### src/hdl/wdm_pkg.sv
// ----------------------------------------------------------------------------
// wdm_pkg: shared types and constants for the waveshaper distortion mix core
// Field widths, register indexes, shape modes, datapath commands and the
// CORDIC arctangent table in Q0.32 turns.
// ----------------------------------------------------------------------------
package wdm_pkg;

  // sample and sine-fold sizing
  localparam int SAMPLE_BITS   = 16;
  localparam int MAX_HARMONICS = 20;
  localparam int HARM_W        = $clog2(MAX_HARMONICS + 1);

  // CORDIC
  localparam int CORDIC_STEPS = 20;
  localparam int STEP_W       = $clog2(CORDIC_STEPS);
  localparam int CW           = 46;  // x/y lanes, wide enough for the soft clip vector
  localparam int ZW           = 34;  // angle lane, Q0.32 turns plus headroom
  localparam logic [31:0] CORDIC_GAIN_Q30 = 32'd652032874;
  localparam logic [29:0] INV_TWO_PI_Q32  = 30'd683565276;

  // internal datapath widths
  localparam int DRY_W = 16;                // dry sample, Q.15
  localparam int X_W   = 22;                // gained sample
  localparam int Y_W   = 24;                // shaped sample
  localparam int ARG_W = Y_W + HARM_W;      // i*y
  localparam int ACC_W = 44;                // mix accumulator
  localparam int OUT_W = 24;

  // configuration fields
  localparam int DIST_W     = 17;
  localparam int WET_W      = 17;
  localparam int GAIN_W     = 16;
  localparam int HC_W       = 5;
  localparam int MODE_W     = 2;
  localparam int CFG_IDX_W  = 3;
  localparam int CFG_DATA_W = 17;

  localparam logic [CFG_IDX_W-1:0] REG_DIST = 3'd0;
  localparam logic [CFG_IDX_W-1:0] REG_WET  = 3'd1;
  localparam logic [CFG_IDX_W-1:0] REG_GAIN = 3'd2;
  localparam logic [CFG_IDX_W-1:0] REG_HARM = 3'd3;
  localparam logic [CFG_IDX_W-1:0] REG_MODE = 3'd4;

  localparam logic [MODE_W-1:0] MODE_SQUARE = 2'd0;
  localparam logic [MODE_W-1:0] MODE_SINE   = 2'd1;
  localparam logic [MODE_W-1:0] MODE_SOFT   = 2'd2;
  localparam logic [MODE_W-1:0] MODE_SPARE  = 2'd3;  // unused, passes through

  typedef struct packed {
    logic [DIST_W-1:0] dist_amt;
    logic [WET_W-1:0]  wet;
    logic [GAIN_W-1:0] gain;
    logic [HC_W-1:0]   harm;
    logic [MODE_W-1:0] mode;
  } wdm_cfg_t;

  typedef enum logic [3:0] {
    OP_NONE,
    OP_LOAD,
    OP_GAIN,
    OP_SHAPE,
    OP_SIN_MUL,
    OP_SIN_PHASE,
    OP_ROT_LOAD,
    OP_VEC_LOAD,
    OP_STEP,
    OP_SIN_ACC,
    OP_SOFT_DONE,
    OP_MIX_WET,
    OP_MIX_OUT
  } wdm_op_e;

  typedef struct packed {
    wdm_op_e           op;
    logic [HARM_W-1:0] harm;
    logic [STEP_W-1:0] step;
  } wdm_cmd_t;

  typedef struct packed {
    logic fold_ok;    // sine fold threshold met
    logic soft_zero;  // soft clip input vector is zero
  } wdm_stat_t;

  // atan(2^-k) in Q0.32 turns
  function automatic logic [ZW-1:0] atan_turn(input logic [STEP_W-1:0] k);
    logic [ZW-1:0] a;
    case (k)
      5'd0:    a = 34'h020000000;
      5'd1:    a = 34'h012E4051E;
      5'd2:    a = 34'h009FB385B;
      5'd3:    a = 34'h0051111D4;
      5'd4:    a = 34'h0028B0D43;
      5'd5:    a = 34'h00145D7E1;
      5'd6:    a = 34'h000A2F61E;
      5'd7:    a = 34'h0005170DB;
      5'd8:    a = 34'h00028BE53;
      5'd9:    a = 34'h000145F2F;
      5'd10:   a = 34'h0000A2F98;
      5'd11:   a = 34'h0000517CC;
      5'd12:   a = 34'h000028BE6;
      5'd13:   a = 34'h0000145F3;
      5'd14:   a = 34'h00000A2FA;
      5'd15:   a = 34'h00000517D;
      5'd16:   a = 34'h0000028BE;
      5'd17:   a = 34'h00000145F;
      5'd18:   a = 34'h000000A30;
      5'd19:   a = 34'h000000518;
      default: a = '0;
    endcase
    return a;
  endfunction

endpackage

### src/hdl/wdm_ctrl.sv
// ----------------------------------------------------------------------------
// wdm_ctrl: sequencer for the waveshaper distortion mix core
// Walks one sample through gain, shaping, CORDIC iterations and mix, and
// owns the input/output handshakes.
// ----------------------------------------------------------------------------
module wdm_ctrl (
  input  logic               clk_i,
  input  logic               rst_ni,
  input  logic               in_valid_i,
  output logic               in_ready_o,
  output logic               out_valid_o,
  input  logic               out_ready_i,
  input  wdm_pkg::wdm_cfg_t  cfg_i,
  input  wdm_pkg::wdm_stat_t stat_i,
  output wdm_pkg::wdm_cmd_t  cmd_o
);

  typedef enum logic [3:0] {
    S_IDLE,
    S_GAIN,
    S_SHAPE,
    S_SIN_MUL,
    S_SIN_PHASE,
    S_ROT_LOAD,
    S_VEC_LOAD,
    S_CORDIC,
    S_SIN_ACC,
    S_SOFT_DONE,
    S_MIX_WET,
    S_MIX_OUT
  } state_e;

  state_e                          state_q;
  logic [wdm_pkg::HARM_W-1:0]      harm_q;
  logic [wdm_pkg::STEP_W-1:0]      step_q;
  logic                            rot_q;
  logic                            out_valid_q;
  logic [wdm_pkg::HARM_W-1:0]      harm_lim;
  logic                            out_free;
  logic                            accept;

  // harmonic count saturates at the supported maximum
  always_comb begin
    if (32'(cfg_i.harm) > wdm_pkg::MAX_HARMONICS) begin
      harm_lim = wdm_pkg::HARM_W'(wdm_pkg::MAX_HARMONICS);
    end else begin
      harm_lim = wdm_pkg::HARM_W'(cfg_i.harm);
    end
  end

  assign in_ready_o  = (state_q == S_IDLE);
  assign accept      = in_valid_i & in_ready_o;
  assign out_free    = ~out_valid_q | out_ready_i;
  assign out_valid_o = out_valid_q;

  // command decode
  always_comb begin
    cmd_o.harm = harm_q;
    cmd_o.step = step_q;
    case (state_q)
      S_IDLE:      cmd_o.op = accept ? wdm_pkg::OP_LOAD : wdm_pkg::OP_NONE;
      S_GAIN:      cmd_o.op = wdm_pkg::OP_GAIN;
      S_SHAPE:     cmd_o.op = wdm_pkg::OP_SHAPE;
      S_SIN_MUL:   cmd_o.op = wdm_pkg::OP_SIN_MUL;
      S_SIN_PHASE: cmd_o.op = wdm_pkg::OP_SIN_PHASE;
      S_ROT_LOAD:  cmd_o.op = wdm_pkg::OP_ROT_LOAD;
      S_VEC_LOAD:  cmd_o.op = wdm_pkg::OP_VEC_LOAD;
      S_CORDIC:    cmd_o.op = wdm_pkg::OP_STEP;
      S_SIN_ACC:   cmd_o.op = wdm_pkg::OP_SIN_ACC;
      S_SOFT_DONE: cmd_o.op = wdm_pkg::OP_SOFT_DONE;
      S_MIX_WET:   cmd_o.op = wdm_pkg::OP_MIX_WET;
      S_MIX_OUT:   cmd_o.op = out_free ? wdm_pkg::OP_MIX_OUT : wdm_pkg::OP_NONE;
      default:     cmd_o.op = wdm_pkg::OP_NONE;
    endcase
  end

  // state, counters and output valid
  always_ff @(posedge clk_i or negedge rst_ni) begin
    if (!rst_ni) begin
      state_q     <= S_IDLE;
      harm_q      <= '0;
      step_q      <= '0;
      rot_q       <= 1'b0;
      out_valid_q <= 1'b0;
    end else begin
      if (state_q == S_MIX_OUT && out_free) begin
        out_valid_q <= 1'b1;
      end else if (out_ready_i) begin
        out_valid_q <= 1'b0;
      end

      case (state_q)
        S_IDLE: begin
          if (accept) state_q <= S_GAIN;
        end
        S_GAIN: state_q <= S_SHAPE;
        S_SHAPE: begin
          harm_q <= wdm_pkg::HARM_W'(1);
          if (cfg_i.mode == wdm_pkg::MODE_SINE && stat_i.fold_ok && harm_lim != '0) begin
            state_q <= S_SIN_MUL;
          end else if (cfg_i.mode == wdm_pkg::MODE_SOFT && !stat_i.soft_zero) begin
            state_q <= S_VEC_LOAD;
          end else begin
            state_q <= S_MIX_WET;
          end
        end
        S_SIN_MUL:   state_q <= S_SIN_PHASE;
        S_SIN_PHASE: state_q <= S_ROT_LOAD;
        S_ROT_LOAD: begin
          step_q  <= '0;
          rot_q   <= 1'b1;
          state_q <= S_CORDIC;
        end
        S_VEC_LOAD: begin
          step_q  <= '0;
          rot_q   <= 1'b0;
          state_q <= S_CORDIC;
        end
        S_CORDIC: begin
          if (step_q == wdm_pkg::STEP_W'(wdm_pkg::CORDIC_STEPS - 1)) begin
            state_q <= rot_q ? S_SIN_ACC : S_SOFT_DONE;
          end else begin
            step_q <= step_q + 1'b1;
          end
        end
        S_SIN_ACC: begin
          if (harm_q == harm_lim) begin
            state_q <= S_MIX_WET;
          end else begin
            harm_q  <= harm_q + 1'b1;
            state_q <= S_SIN_MUL;
          end
        end
        S_SOFT_DONE: state_q <= S_MIX_WET;
        S_MIX_WET:   state_q <= S_MIX_OUT;
        S_MIX_OUT: begin
          if (out_free) state_q <= S_IDLE;
        end
        default: state_q <= S_IDLE;
      endcase
    end
  end

endmodule

### config.mk
export PLATFORM = sky130hd
export DESIGN_NAME = wdm_ctrl
export DESIGN_NICKNAME = d
export VERILOG_FILES = /design/src/hdl/wdm_pkg.sv /design/src/hdl/wdm_ctrl.sv
export SDC_FILE = /design/constraint.sdc
export NUM_CORES = 1
export LEC_CHECK = 0
export BUFFER_PORTS_ARGS = -buffer_cell sky130_fd_sc_hd__buf_2
export CORE_MARGIN = 2
export CORE_UTILIZATION = 41
export CTS_CLUSTER_SIZE = 24
export DETAILED_ROUTE_END_ITERATION = 12
export PLACE_DENSITY = 0.81
export SETUP_SLACK_MARGIN = 0.2
export SYNTH_ARGS = -nofsm -noshare
export SYNTH_HDL_FRONTEND = slang
export SYNTH_SLANG_ARGS = --single-unit
### constraint.sdc
create_clock -name clk_i -period 2.1 [get_ports clk_i]
set_clock_uncertainty 0.1 [all_clocks]
set_input_delay 0.315 -clock clk_i [delete_from_list [all_inputs] [get_ports clk_i]]
set_output_delay 0.315 -clock clk_i [all_outputs]
set_load 0.02 [all_outputs]
==> results of run 1 <==
-- power groups by stage --
| stage | clock (mW) | sequential [mW] | combinational, mW |
|---|---|---|---|
| after floorplan | 0 | 0.584 | 0.806 |
| after global placement | 0 | 0.648 | 0.960 |
| after global routing | 0.231 | 0.604 | 1.36 |
| final | 0.209 | 0.588 | 1.24 |
| after detailed placement | 0 | 0.659 | 0.986 |
| after CTS | 0.213 | 0.627 | 1.10 |
-- sequential cells by signal, summed over array words and instances (netlist names) --
| name | flops |
|---|---|
| state_q | 4 |
| harm_q | 5 |
| rot_q | 1 |
| out_valid_o | 1 |
| step_q | 5 |
-- worst max-delay path, stage by stage (launching register included) --
cell,delay (ns)
sky130_fd_sc_hd__dfrtp_2,0.53
sky130_fd_sc_hd__nand4b_2,0.29
sky130_fd_sc_hd__o21ai_0,0.10
sky130_fd_sc_hd__buf_2,0.18
-- path summary, 6_finish.rpt --
check	cells after the start	slack [ns]	to
worst max register to register	6	0.32	harm_q[4]
worst min-delay path	3	0.29	out_valid_o
worst min register to register	2	0.45	rot_q
min in group asynchronous	2	0.36	out_valid_o
worst max-delay path	3	0.31	cmd_o[13]
max in group asynchronous	2	1.24	state_q[0]
-- per-stage QoR --
stage	hold WS (ns)	total power [mW]	worst slack (ns)	instances
after floorplan	-0.0806	1.39	0.343	133
after global placement	0.145	1.61	0.282	189
final	0.291	2.04	0.312	201
after global routing	0.316	2.20	0.226	201
after CTS	0.293	1.94	0.201	197
after detailed placement	0.153	1.64	0.234	189
-- cell usage in the layout, fill, tap and decap left out, drive strengths merged --
cell type	netlist	routed
nor2b	2	2
a21oi	7	7
xnor2	3	3
nor3b	1	1
a31o	2	2
o31ai	1	1
a21o	1	1
or2	3	3
nand4	3	3
xor2	5	5
buf	4	37
clkbuf	1	4
inv	4	4
ha	2	2
o21ai	14	14
o22ai	1	1
o2bb2ai	1	1
nor4	3	3
nor3	5	5
o211ai	2	2
mux2i	4	4
dlygate4sd3	0	1
nor2	14	14
nor4b	1	1
o311ai	1	1
nand2	11	11
a211oi	3	3
and3	2	2
nand3b	2	2
nand4b	1	1
dfrtp	16	16
nand2b	3	3
or3	1	1
o21bai	1	1
a22oi	1	1
nand3	4	4
and4bb	2	2
a221oi	1	1
-- logic make-up (layout without fill, tap and decap cells) --
kind of cell,Yosys count,count (layout),share of synthesized area
xor+xnor,8,8,0.0597
buf+inv,9,46,0.0437
mux,4,4,0.0341
fa+ha+maj,2,2,0.0213
compound gates,36,36,0.204
flops,16,16,0.341
simple gates,58,58,0.296
-- per-layer routing --
metal / part of all wire / vias to the layer above / global-route usage
li1: - / 566 / -
met1: 0.44 / 527 / 0.215
met2: 0.50 / 30 / 0.307
met3: 0.052 / 3 / 0.0431
met4: 0.0054 / 0 / 0.0199
met5: 0 / - / 0
-- repair_timing --
action / CTS / global route
gates resized for setup: 3 / 4
hold buffers: 1 / 0
setup buffers: 3 / 4
endpoints found under the setup margin: 5 / 8
pin swaps: 0 / 0
endpoints found under the hold margin: 16 / 0
-- cell usage after synthesis, drive strengths merged --
cell and n:
dfrtp 16, nor2 14, o21ai 14, nand2 11, a21oi 7, nor3 5, xor2 5, buf 4
inv 4, mux2i 4, nand3 4, a211oi 3, nand2b 3, nand4 3, nor4 3, or2 3
xnor2 3, a31o 2, and3 2, and4bb 2, ha 2, nand3b 2, nor2b 2, o211ai 2
a21o 1, a221oi 1, a22oi 1, clkbuf 1, nand4b 1, nor3b 1, nor4b 1, o21bai 1
o22ai 1, o2bb2ai 1, o311ai 1, o31ai 1, or3 1
-- area by class of cell --
type | instances | area [um2]
Inverter | 4 | 15.0
Tap cell | 31 | 38.8
Fill cell | 250 | 1270
Multi-Input combinational cell | 108 | 742
Clock buffer | 4 | 36.3
Sequential cell | 16 | 405
Timing Repair Buffer | 38 | 230
==> results.txt, run 1 <==
- Crit path launch: state_q[3]
* Warnings, synthesis: 0
* Rel. slew slack: 0.731
- The region available for standard cell placement spans 0.00273 mm2.
- The die covers 0.00331 mm2.
- sky130_fd_sc_hd__dfrtp_1 takes more of the synthesized area than any other cell.
* Routability cong.: 0.812
* Result of the run: completed
* Seq cells post-synth: 16
- Number of global-route vias before repair: 1108
- Count of standard-cell rows: 19
- Setup violations remaining at the end of the flow were counted as 0.
* TritonCTS clock tree: yes
- Number of buffers on the longest clock path: 2
* Number of antenna violations at the first check in global routing: 0
- Entering global routing, the biggest net connects 17 pins.
- DRT antenna net count: 0
- Top Ports: 79
* Layout Nets: 236
- Total power per unit cell area: 1390 mW/mm2
- The die is 57.5 um wide.
- Arrival time of data at the critical path endpoint: 1.37 ns
- Cell Int Power: 1.06 mW
- From synthesis to final layout, the design area changed by 25.1%.
* Skew-Pair Late Insertion Delay: 0.29 ns
- Synthesis handed over a netlist of 133 instances.
- Clock buffer count from CTS: 3
- The worst setup path is launched from a flip-flop.
* Proportion of netlist area held by the largest area contributor: 0.341
- Ranked by total cell area, the synthesized netlist is headed by sky130_fd_sc_hd__dfrtp_1 (34%), sky130_fd_sc_hd__o21ai_0 (5.1%), sky130_fd_sc_hd__nor2_1 (4.2%), sky130_fd_sc_hd__xor2_1 (3.7%), sky130_fd_sc_hd__mux2i_1 (3.4%).
- In this run the critical register-to-register path is launched from state_q[2].
- The first TritonRoute pass finished after 4 iterations.
- Path type of the worst setup path: reg -> out
- Synthesis produced a netlist with a net count of 198.
* Kind of end point of the critical path: primary output
- Global-route wire length before repair: 4.59 mm
- After routing the design area is 0.00147 mm2.
* Total number of vias: 1126
- Across every metal layer, demand over resource in global routing totals 0.172.
- Seq/Total Area, Yosys: 0.341
- Setup repair after global routing missed its margin: false
* Maximum capacitance violations: 0
* Switching part of the total power: 0.480
* DRC: 0
* Sequential cell fraction of total power: 0.289
- For this run, the top clock speed supported by timing is 559 MHz.
* Hold Path Class: in -> reg
- The HPWL after detailed placement is 1.99 mm.
* NetSw: 978 uW
- In this run the clock root is driven by a sky130_fd_sc_hd__clkbuf_4.
* Fraction of final layout cells sized beyond drive strength 1: 0.353
- Utilization of the core after routing: 0.537
- Measured along the y axis, the die boundary spans 57.5 um.
- Number of vias per cell after detailed routing: 5.60
- Mapped Avg Cell Area: 8.82 um2
- The number of pins with negative max-slew slack in the final report is 0.
* Post-synth design cell area: 0.00117 mm2
- TritonCTS sink count: 16
* Routed wire per std cell: 13.8 um
* Critical Path Fanout Max: 15
* H-tree levels: 1
* Clock-pin slew on the worst setup and hold paths: 0.10 ns
- Total leakage power: 0.703 nW
* Hold Crit Start: out_ready_i
- IR analysis of the VDD net gives a maximum drop of 0.984 mV.
- For this block, the routed nets add up to 2.77 mm of wire.
* Initial cell density of the core: 0.429
* Drt initial violations: 22
- Of the available clock period, the critical path in the final layout requires 0.851.
- Post-synth cell types: 49
* Final period demand of the worst path: 1.79 ns
- At the pin with the least slew margin, the transition time is 0.401 ns.
* Inserted Diodes: 0
- The hold violation count in the final report came to 0.
- The share of total power dissipated in combinational logic is 0.608.
- The share of total power dissipated in the clock network is 0.103.
- Adding up every negative setup slack in the final design gives 0 ns.
- Buffers added on ports: 28
- Final global-route overflow total: 0
- Summing all placed instances gives a cell area of 0.00133 mm2.
- Data required time of the critical path: 1.68 ns
Power figures use the tool's default switching activity.
==> run 2, diff against run 1 <==
--- a/config.mk
+++ b/config.mk
@@ -5,12 +5,13 @@
 export SDC_FILE = /design/constraint.sdc
 export NUM_CORES = 1
 export LEC_CHECK = 0
+export ABC_AREA = 1
 export BUFFER_PORTS_ARGS = -buffer_cell sky130_fd_sc_hd__buf_2
 export CORE_MARGIN = 2
-export CORE_UTILIZATION = 41
+export CORE_UTILIZATION = 42
 export CTS_CLUSTER_SIZE = 24
 export DETAILED_ROUTE_END_ITERATION = 12
-export PLACE_DENSITY = 0.81
+export PLACE_DENSITY = 0.82
 export SETUP_SLACK_MARGIN = 0.2
 export SYNTH_ARGS = -nofsm -noshare
 export SYNTH_HDL_FRONTEND = slang
==> results.txt, run 2 <==
- The combined buffer and inverter count along the critical path is 2 (+1).
* Cell taking the most area after synthesis: sky130_fd_sc_hd__dfrtp_1
* Total number of vias: 1252 (+11%)
* Number of placed cells counting well taps: 244 (+29%)
* Rel. slew slack: 0.746 (+0.0146)
- The delay of the slowest cell on the worst path is 0.43 ns (-0.10 ns).
- The maximum clock insertion buffer count came to 2 (unchanged).
* Die Footprint: 0.00329 mm2 (-0.47%)
- Number of flops mapped to enable cells by yosys: 0 (unchanged)
* Setup repair after global routing missed its margin: true
- The highest net fanout along the worst path is 3 (-12).
* TritonCTS sink count: 16 (unchanged)
* Worst vdd rail ir drop: 0.965 mV (-2.0%)
- Worst Max-Slew Pin Slew: 0.381 ns (-0.0195 ns)
- Critical Path, Cell by Cell: nor2_2 > nor2_1 > nand2_1 > inv_2 > or2_1 > nand3b_1 > buf_6
- Placed wire-length estimate: 1.97 mm (-0.75%)
- Most used cells in the layout excluding fill and tap cells: sky130_fd_sc_hd__nand2_1 (52), sky130_fd_sc_hd__inv_1 (26), sky130_fd_sc_hd__buf_2 (26), sky130_fd_sc_hd__nand3_1 (21), sky130_fd_sc_hd__nor2_1 (19)
* All-layer global routing usage: 0.188 (+0.0159)
- The pre-CTS worst setup slack is 0.278 ns (+0.0437 ns).
- The routed length per placed instance was 11.1 um (-20%).
- The largest net degree at the start of global routing came to 17 (unchanged).
- The flip-flop and latch count after synthesis was 16 (unchanged).
- The number of vias per cell after detailed routing was 4.89 (-13%).
- The post-route DRC violation count is 0 (unchanged).
- Die Ht: 57.4 um (-0.23%)
- Seq/Total Area, Yosys: 0.335 (-0.00642)
- Final hold viol count: 0 (unchanged)
* Leading registers by flop count: harm_q x5, step_q x5, state_q x4
- Warnings, synthesis: 0 (unchanged)
* Buffers added on ports: 28 (unchanged)
- STA classifies the critical path startpoint as a flip-flop.
* Final global-route overflow total: 0 (unchanged)
- The count of standard-cell rows came to 19 (unchanged).
* Layout Nets: 291 (+23%)
* Final Routed Wirelength: 2.83 mm (+2.3%)
- Number of slew-limit violations in the final report: 0 (unchanged)
- Critical path's top delay family: simple AND/OR/NAND/NOR gates
- The via count of the first global-routing pass was 1148 (+3.6%).
- Fraction of final layout cells sized beyond drive strength 1: 0.280 (-0.0729)
* Period Utilization, post-route: 0.974 (+0.122)
- Number of iterations in the first detailed-routing pass: 4 (unchanged)
- The global placer's final weighted congestion came to 0.823 (+1.3%).
- Post-synth design cell area: 0.00120 mm2 (+1.9%)
- Layout fillers: 257 (+2.8%)
* Result of the run: completed
* Main area contributors after synthesis: sky130_fd_sc_hd__dfrtp_1 (33%), sky130_fd_sc_hd__nand2_1 (16%), sky130_fd_sc_hd__nand3_1 (8.8%), sky130_fd_sc_hd__inv_1 (8.5%), sky130_fd_sc_hd__nor2_1 (6.6%)
- The number of H-tree levels is 1 (unchanged).
- Die Wd: 57.4 um (-0.23%)
* Number of antenna violations at the first check in global routing: 0 (unchanged)
* Root Buffer: sky130_fd_sc_hd__clkbuf_4
- The area fraction of the dominant cell type after synthesis is 0.335 (-0.00642).
- The number of maximum-capacitance constraint violations is 0 (unchanged).
- The async set or reset register ratio after synthesis is 1.00 (unchanged).
* Total core area: 0.00273 mm2 (unchanged)
- Area after detailed placement: 0.00138 mm2 (+3.9%)
- Most frequent cell after synthesis: sky130_fd_sc_hd__nand2_1
* Drt initial violations: 104 (+370%)
* Most used standard cells in the synthesized netlist: sky130_fd_sc_hd__nand2_1 (52), sky130_fd_sc_hd__inv_1 (27), sky130_fd_sc_hd__nand3_1 (21), sky130_fd_sc_hd__nor2_1 (21), sky130_fd_sc_hd__dfrtp_1 (16)
- The later-pin clock latency in the skew report came to 0.29 ns (about the same).
- From synthesis to final layout, the design area changed by 27.8%.
- The post-route cell area came to 0.00153 mm2 (+4.2%).
* Total leakage power: 0.852 nW (+21%)
- The number of nets in the synthesized netlist came to 249 (+26%).
- The number of instances in the synthesized netlist came to 184 (+38%).
* Inserted Diodes: 0 (unchanged)
- Least setup slack across all paths after layout: 0.0553 ns (-0.257 ns)
* Data required time of the critical path: 1.68 ns (about the same)
* DRT antenna net count: 0 (unchanged)
- Final std cells w/o fill: 256 (+27%)
- The number of distinct library cells after synthesis came to 23 (-53%).
- The mean area per synthesized cell is 6.50 um2 (-26%).
- STA classifies the critical path endpoint as a primary output.
- Most frequent standard cell in the layout excluding fill and tap cells: sky130_fd_sc_hd__nand2_1
- TritonCTS clock tree: yes
- The number of buffers created by CTS came to 3 (unchanged).
* Achievable frequency: 489 MHz (-13%)
* Utilization of the core after routing: 0.559 (+0.0224)
- Hold Path Class: in -> reg
- The first-pass GRT wire length is 4.85 mm (+5.7%).
* Final-layout worst hold slack: 0.186 ns (-0.106 ns)
- The clock period minus worst slack is 2.04 ns (+0.257 ns).
- Top Ports: 79 (unchanged)
- Arrival time of data at the critical path endpoint: 1.63 ns (+0.26 ns)
- Total power per unit cell area: 1260 mW/mm2 (-9.5%)
* Clock-pin slew on the worst setup and hold paths: 0.09 ns (about the same)
- The worst setup path is of the reg -> out kind.
- Dominant register cell in the synthesized netlist: sky130_fd_sc_hd__dfrtp_1
- Initial cell density of the core: 0.438 (+0.00824)
- The count of endpoints failing setup in the final report came to 0 (unchanged).
* Slowest-stage cell, CP: sky130_fd_sc_hd__dfrtp_1
## run 2: cell types whose count changed after synthesis, sizes merged, moves of 3 or more
cell    delta
nand2     +46
inv       +28
nand3     +17
nor2       +9
buf        -4
mux2i      -4
o21ai      -4
a211oi     -3
a21oi      -3
nand2b     -3
nor4       -3
## run 2: worst reg2reg max path, cell delays in order, from the launching register on
cell	delay, ns
sky130_fd_sc_hd__dfrtp_1	0.42
sky130_fd_sc_hd__nand2_2	0.10
sky130_fd_sc_hd__buf_4	0.16
sky130_fd_sc_hd__nor3_4	0.12
sky130_fd_sc_hd__buf_4	0.16
sky130_fd_sc_hd__o21ai_2	0.11
sky130_fd_sc_hd__nand2_2	0.12
sky130_fd_sc_hd__nand2_1	0.08
sky130_fd_sc_hd__o21ai_1	0.12
sky130_fd_sc_hd__a21oi_1	0.05
## run 2: final timing paths
check                            start          end  slack, ns  depth (start not counted)
setup / recovery            state_q[0]    cmd_o[13]       0.06                          7
hold / removal             out_ready_i  out_valid_o       0.19                          4
setup reg to reg            state_q[0]    step_q[2]       0.46                          9
hold reg to reg              step_q[0]    step_q[0]       0.44                          1
max in group asynchronous       rst_ni   state_q[2]       1.24                          2
min in group asynchronous       rst_ni  out_valid_o       0.37                          2
## run 2: cell families after synthesis
group,synth area share
flops,0.335
buf+inv,0.105
simple gates,0.438
fa+ha+maj,0.0209
compound gates,0.0648
xor+xnor,0.0366
## run 2: power breakdown
part           switching [mW]  internal (mW)
Clock                  0.0989          0.106
Combinational           0.727          0.467
Sequential              0.116          0.405
## run 2: layout make-up
class,instances,area [um2],share of cell area
well taps,31,38.8,0.0254
inverters,33,125,0.0818
flip-flops and latches,16,403,0.264
multi-input cells,135,691,0.452
clock buffers,4,36.3,0.0237
repair buffers,37,235,0.154
## run 2: routing by layer
layer,global-route usage,vias up,part of all wire
met5,0,-,0
met4,0.0465,0,0.011
met3,0.0454,4,0.045
met2,0.331,29,0.49
met1,0.229,561,0.46
li1,-,658,-
## run 2: metrics by stage
stage / setup TNS [ns] / power, mW
final: 0 / 1.92
after global routing: -0.0277 / 2.08
after CTS: 0 / 1.85
after detailed placement: 0 / 1.48
after global placement: 0 / 1.47
after floorplan: 0 / 1.21
## run 2: what timing repair did
item / 4_1_cts / 5_1_grt
endpoints found under the setup margin: 3 / 4
cloned: 0 / 0
gates resized for setup: 7 / 7
buffers inserted: 7 / 0
hold buffers: 1 / 0
endpoints found under the hold margin: 16 / 0
pin swaps: 3 / 2
==> run 3, diff against run 2 <==
--- a/config.mk
+++ b/config.mk
@@ -8,10 +8,10 @@
 export ABC_AREA = 1
 export BUFFER_PORTS_ARGS = -buffer_cell sky130_fd_sc_hd__buf_2
 export CORE_MARGIN = 2
-export CORE_UTILIZATION = 42
+export CORE_UTILIZATION = 38
 export CTS_CLUSTER_SIZE = 24
 export DETAILED_ROUTE_END_ITERATION = 12
-export PLACE_DENSITY = 0.82
+export PLACE_DENSITY = 0.79
 export SETUP_SLACK_MARGIN = 0.2
 export SYNTH_ARGS = -nofsm -noshare
 export SYNTH_HDL_FRONTEND = slang
==> constraint.sdc (replaced) <==
create_clock -name clk_i -period 1.8 [get_ports clk_i]
set_clock_uncertainty 0.1 [all_clocks]
set_input_delay 0.27 -clock clk_i [delete_from_list [all_inputs] [get_ports clk_i]]
set_output_delay 0.27 -clock clk_i [all_outputs]
set_load 0.02 [all_outputs]
==> results.txt, run 3 (synthesis gave the netlist of run 2 again) <==
- The run finished, with violations left.
- Violations in the final reports: negative setup slack
- The post-route DRC violation count is 0 (unchanged).
- Least setup slack across all paths after layout: -0.210 ns (-0.265 ns)
- The sequential cell area in the final layout is 408 um2 (+1.2%).
- The later-pin clock latency in the skew report came to 0.30 ns (about the same).
- Hold Path Class: in -> reg
* Leading registers by flop count: harm_q x5, step_q x5, state_q x4
- The cell leakage power was 0.909 nW (+6.6%).
- Top Ports: 79 (unchanged)
- Total core area: 0.00303 mm2 (+11%)
- The first-pass GRT wire length was 4.70 mm (-3.1%).
* Clock buffer count from CTS: 3 (unchanged)
- Number of antenna violations at the first check in global routing: 0 (unchanged)
- Total number of vias: 1327 (+6.0%)
* Minimum setup slack after placement: 0.0460 ns (-0.232 ns)
* Number of buffers on the longest clock path: 2 (unchanged)
- The number of pins with negative max-slew slack in the final report is 0 (unchanged).
- The met1 usage in global routing came to 0.242 (+0.0130).
- The routed length per placed instance is 11.2 um (+1.5%).
- Counting I/O delays and the setup requirement, the final critical path takes 2.01 ns.
* Kind of end point of the critical path: primary output
- Achievable frequency: 497 MHz
* Number of global-route vias before repair: 1105 (-3.7%)
- The power density over the cells was 1440 mW/mm2 (+15%).
- Placed wire-length estimate: 2.17 mm (+10%)
- The count of input and output buffers is 28 (unchanged).
- Multi-input combinational cell area: 744 um2 (+7.8%)
- Fraction of final layout cells sized beyond drive strength 1: 0.362 (+0.0821)
- The number of diodes is 0 (unchanged).
* Worst Max-Slew Pin Slew: 0.361 ns (-0.0203 ns)
- The highest net fanout along the worst path came to 4 (+1).
- Finished Cell Area: 0.00169 mm2 (+10%)
- The number of maximum-capacitance constraint violations is 0 (unchanged).
* Die Ht: 60.1 um (+4.8%)
- Routability cong.: 0.887 (+7.8%)
- Maximum number of pins on one net before global-route repair: 17 (unchanged)
- Worst Setup Start Kind: flip-flop
- The global-route track usage on met2 is 0.278 (-0.0532).
- The area enclosed by the die boundary was 0.00361 mm2 (+9.8%).
* Final global-route overflow total: 0 (unchanged)
- CTS placed an instance of sky130_fd_sc_hd__clkbuf_4 at the clock tree root.
- The layer flagged by global routing as most heavily used is met2.
* Final hold viol count: 0 (unchanged)
- All-layer global routing usage: 0.178 (-0.00986)
* H-tree levels: 1 (unchanged)
* Slowest-stage cell, CP: sky130_fd_sc_hd__dfrtp_2
* Number of vias per cell after detailed routing: 4.81 (-1.7%)
- Utilization of the core after routing: 0.557 (-0.00266)
* DRT antenna net count: 0 (unchanged)
- The count of standard-cell rows was 20 (+1).
* Critical Path, Cell by Cell: nor2_4 > nor2_2 > nand2_1 > inv_1 > or2_1 > nand3b_1 > buf_6
- The met3 track demand over resource in global routing was 0.0195 (-0.0259).
- Period Utilization, post-route: 1.12
- Setup repair after global routing could not meet its margin everywhere.
- Number of placed cells counting well taps: 257 (+5.3%)
* Clock-pin slew on the worst setup and hold paths: 0.09 ns (about the same)
* Drt initial violations: 70 (-33%)
- Most used cells in the layout excluding fill and tap cells: sky130_fd_sc_hd__nand2_1 (50), sky130_fd_sc_hd__inv_1 (24), sky130_fd_sc_hd__buf_2 (24), sky130_fd_sc_hd__nand3_1 (21), sky130_fd_sc_hd__nor2_1 (14)
* Data required time of the critical path: 1.43 ns (-0.25 ns)
* Number of endpoints failing setup at the final stage: 5 (+5)
- Layout fillers: 295 (+15%)
- The first-pass iteration count of the detailed router was 4 (unchanged).
- Worst vdd rail ir drop: 0.840 mV (-13%)
- Die Wd: 60.1 um (+4.8%)
- Area after detailed placement: 0.00140 mm2 (+1.4%)
- The number of nets in the layout was 299 (+2.7%).
- The arrival time of the worst setup path came to 1.64 ns (about the same).
* Most frequent standard cell in the layout excluding fill and tap cells: sky130_fd_sc_hd__nand2_1
* Initial cell density of the core: 0.395 (-0.0425)
* Relative area change from synthesis to final layout: 40.9%
- Peak per-stage delay on the critical path: 0.45 ns (+0.02 ns)
- Final std cells w/o fill: 276 (+7.8%)
- TritonCTS sink count: 16 (unchanged)
- The tightest slew margin relative to the limit is 0.759 (+0.0135).
- Path type of the worst setup path: reg -> out
- Tot Pwr: 2.43 mW (+27%)
- TritonCTS built the clock tree.
* Final Routed Wirelength: 3.10 mm (+9.5%)
## run 3: changes by cell type in the layout (fill, tap and decap cells not counted), sizes merged
cell	delta
buf	+8
clkbuf	-1
## run 3: routing by layer
metal	vias to the layer above	share of wire
met2	45	0.49
met3	6	0.041
met1	602	0.44
met4	0	0.024
li1	674	-
met5	-	0
## run 3: worst max-delay path, delay by kind of cell (launching register included)
family | cells | cell delay [ns]
flip-flops | 1 | 0.45
AND/OR/NAND/NOR | 5 | 0.69
buffers and inverters | 2 | 0.19
## run 3: path summary, 6_finish.rpt
path	startpoint	endpoint	slack, ns	cells after the start
min in group asynchronous	rst_ni	out_valid_o	0.31	2
max	state_q[1]	cmd_o[13]	-0.21	7
max reg2reg	state_q[3]	step_q[2]	0.02	10
min reg2reg	step_q[1]	step_q[1]	0.44	2
max in group asynchronous	rst_ni	state_q[1]	0.99	2
min	out_ready_i	out_valid_o	0.14	4
## run 3: area by class of cell
cell class,count,share of cell area
Multi-Input combinational cell,135,0.442
Sequential cell,16,0.242
Inverter,33,0.0742
Timing Repair Buffer,45,0.196
Clock buffer,3,0.0134
Tap cell,44,0.0327
## run 3: repair_timing
item,in CTS,in global routing
gates resized for setup,23,21
setup buffers,8,7
hold buffers,1,0
setup endpoints to repair,6,18
pin swaps,3,9
endpoints found under the hold margin,16,0
## run 3: per-stage QoR
step	hold slack, ns	setup TNS, ns
2_1_floorplan	-0.126	0
3_3_place_gp	0.0979	0
3_5_place_dp	0.108	0
4_1_cts	0.150	-0.305
5_1_grt	0.202	-0.747
6_report	0.143	-0.466
## run 3: power by group
group          leakage [nW]  internal [mW]  switching (mW)  total, mW
registers             0.203          0.476           0.140      0.616
logic                 0.692          0.690           0.932       1.62
clock network        0.0138         0.0781           0.116      0.194
total                 0.909           1.24            1.19       2.43
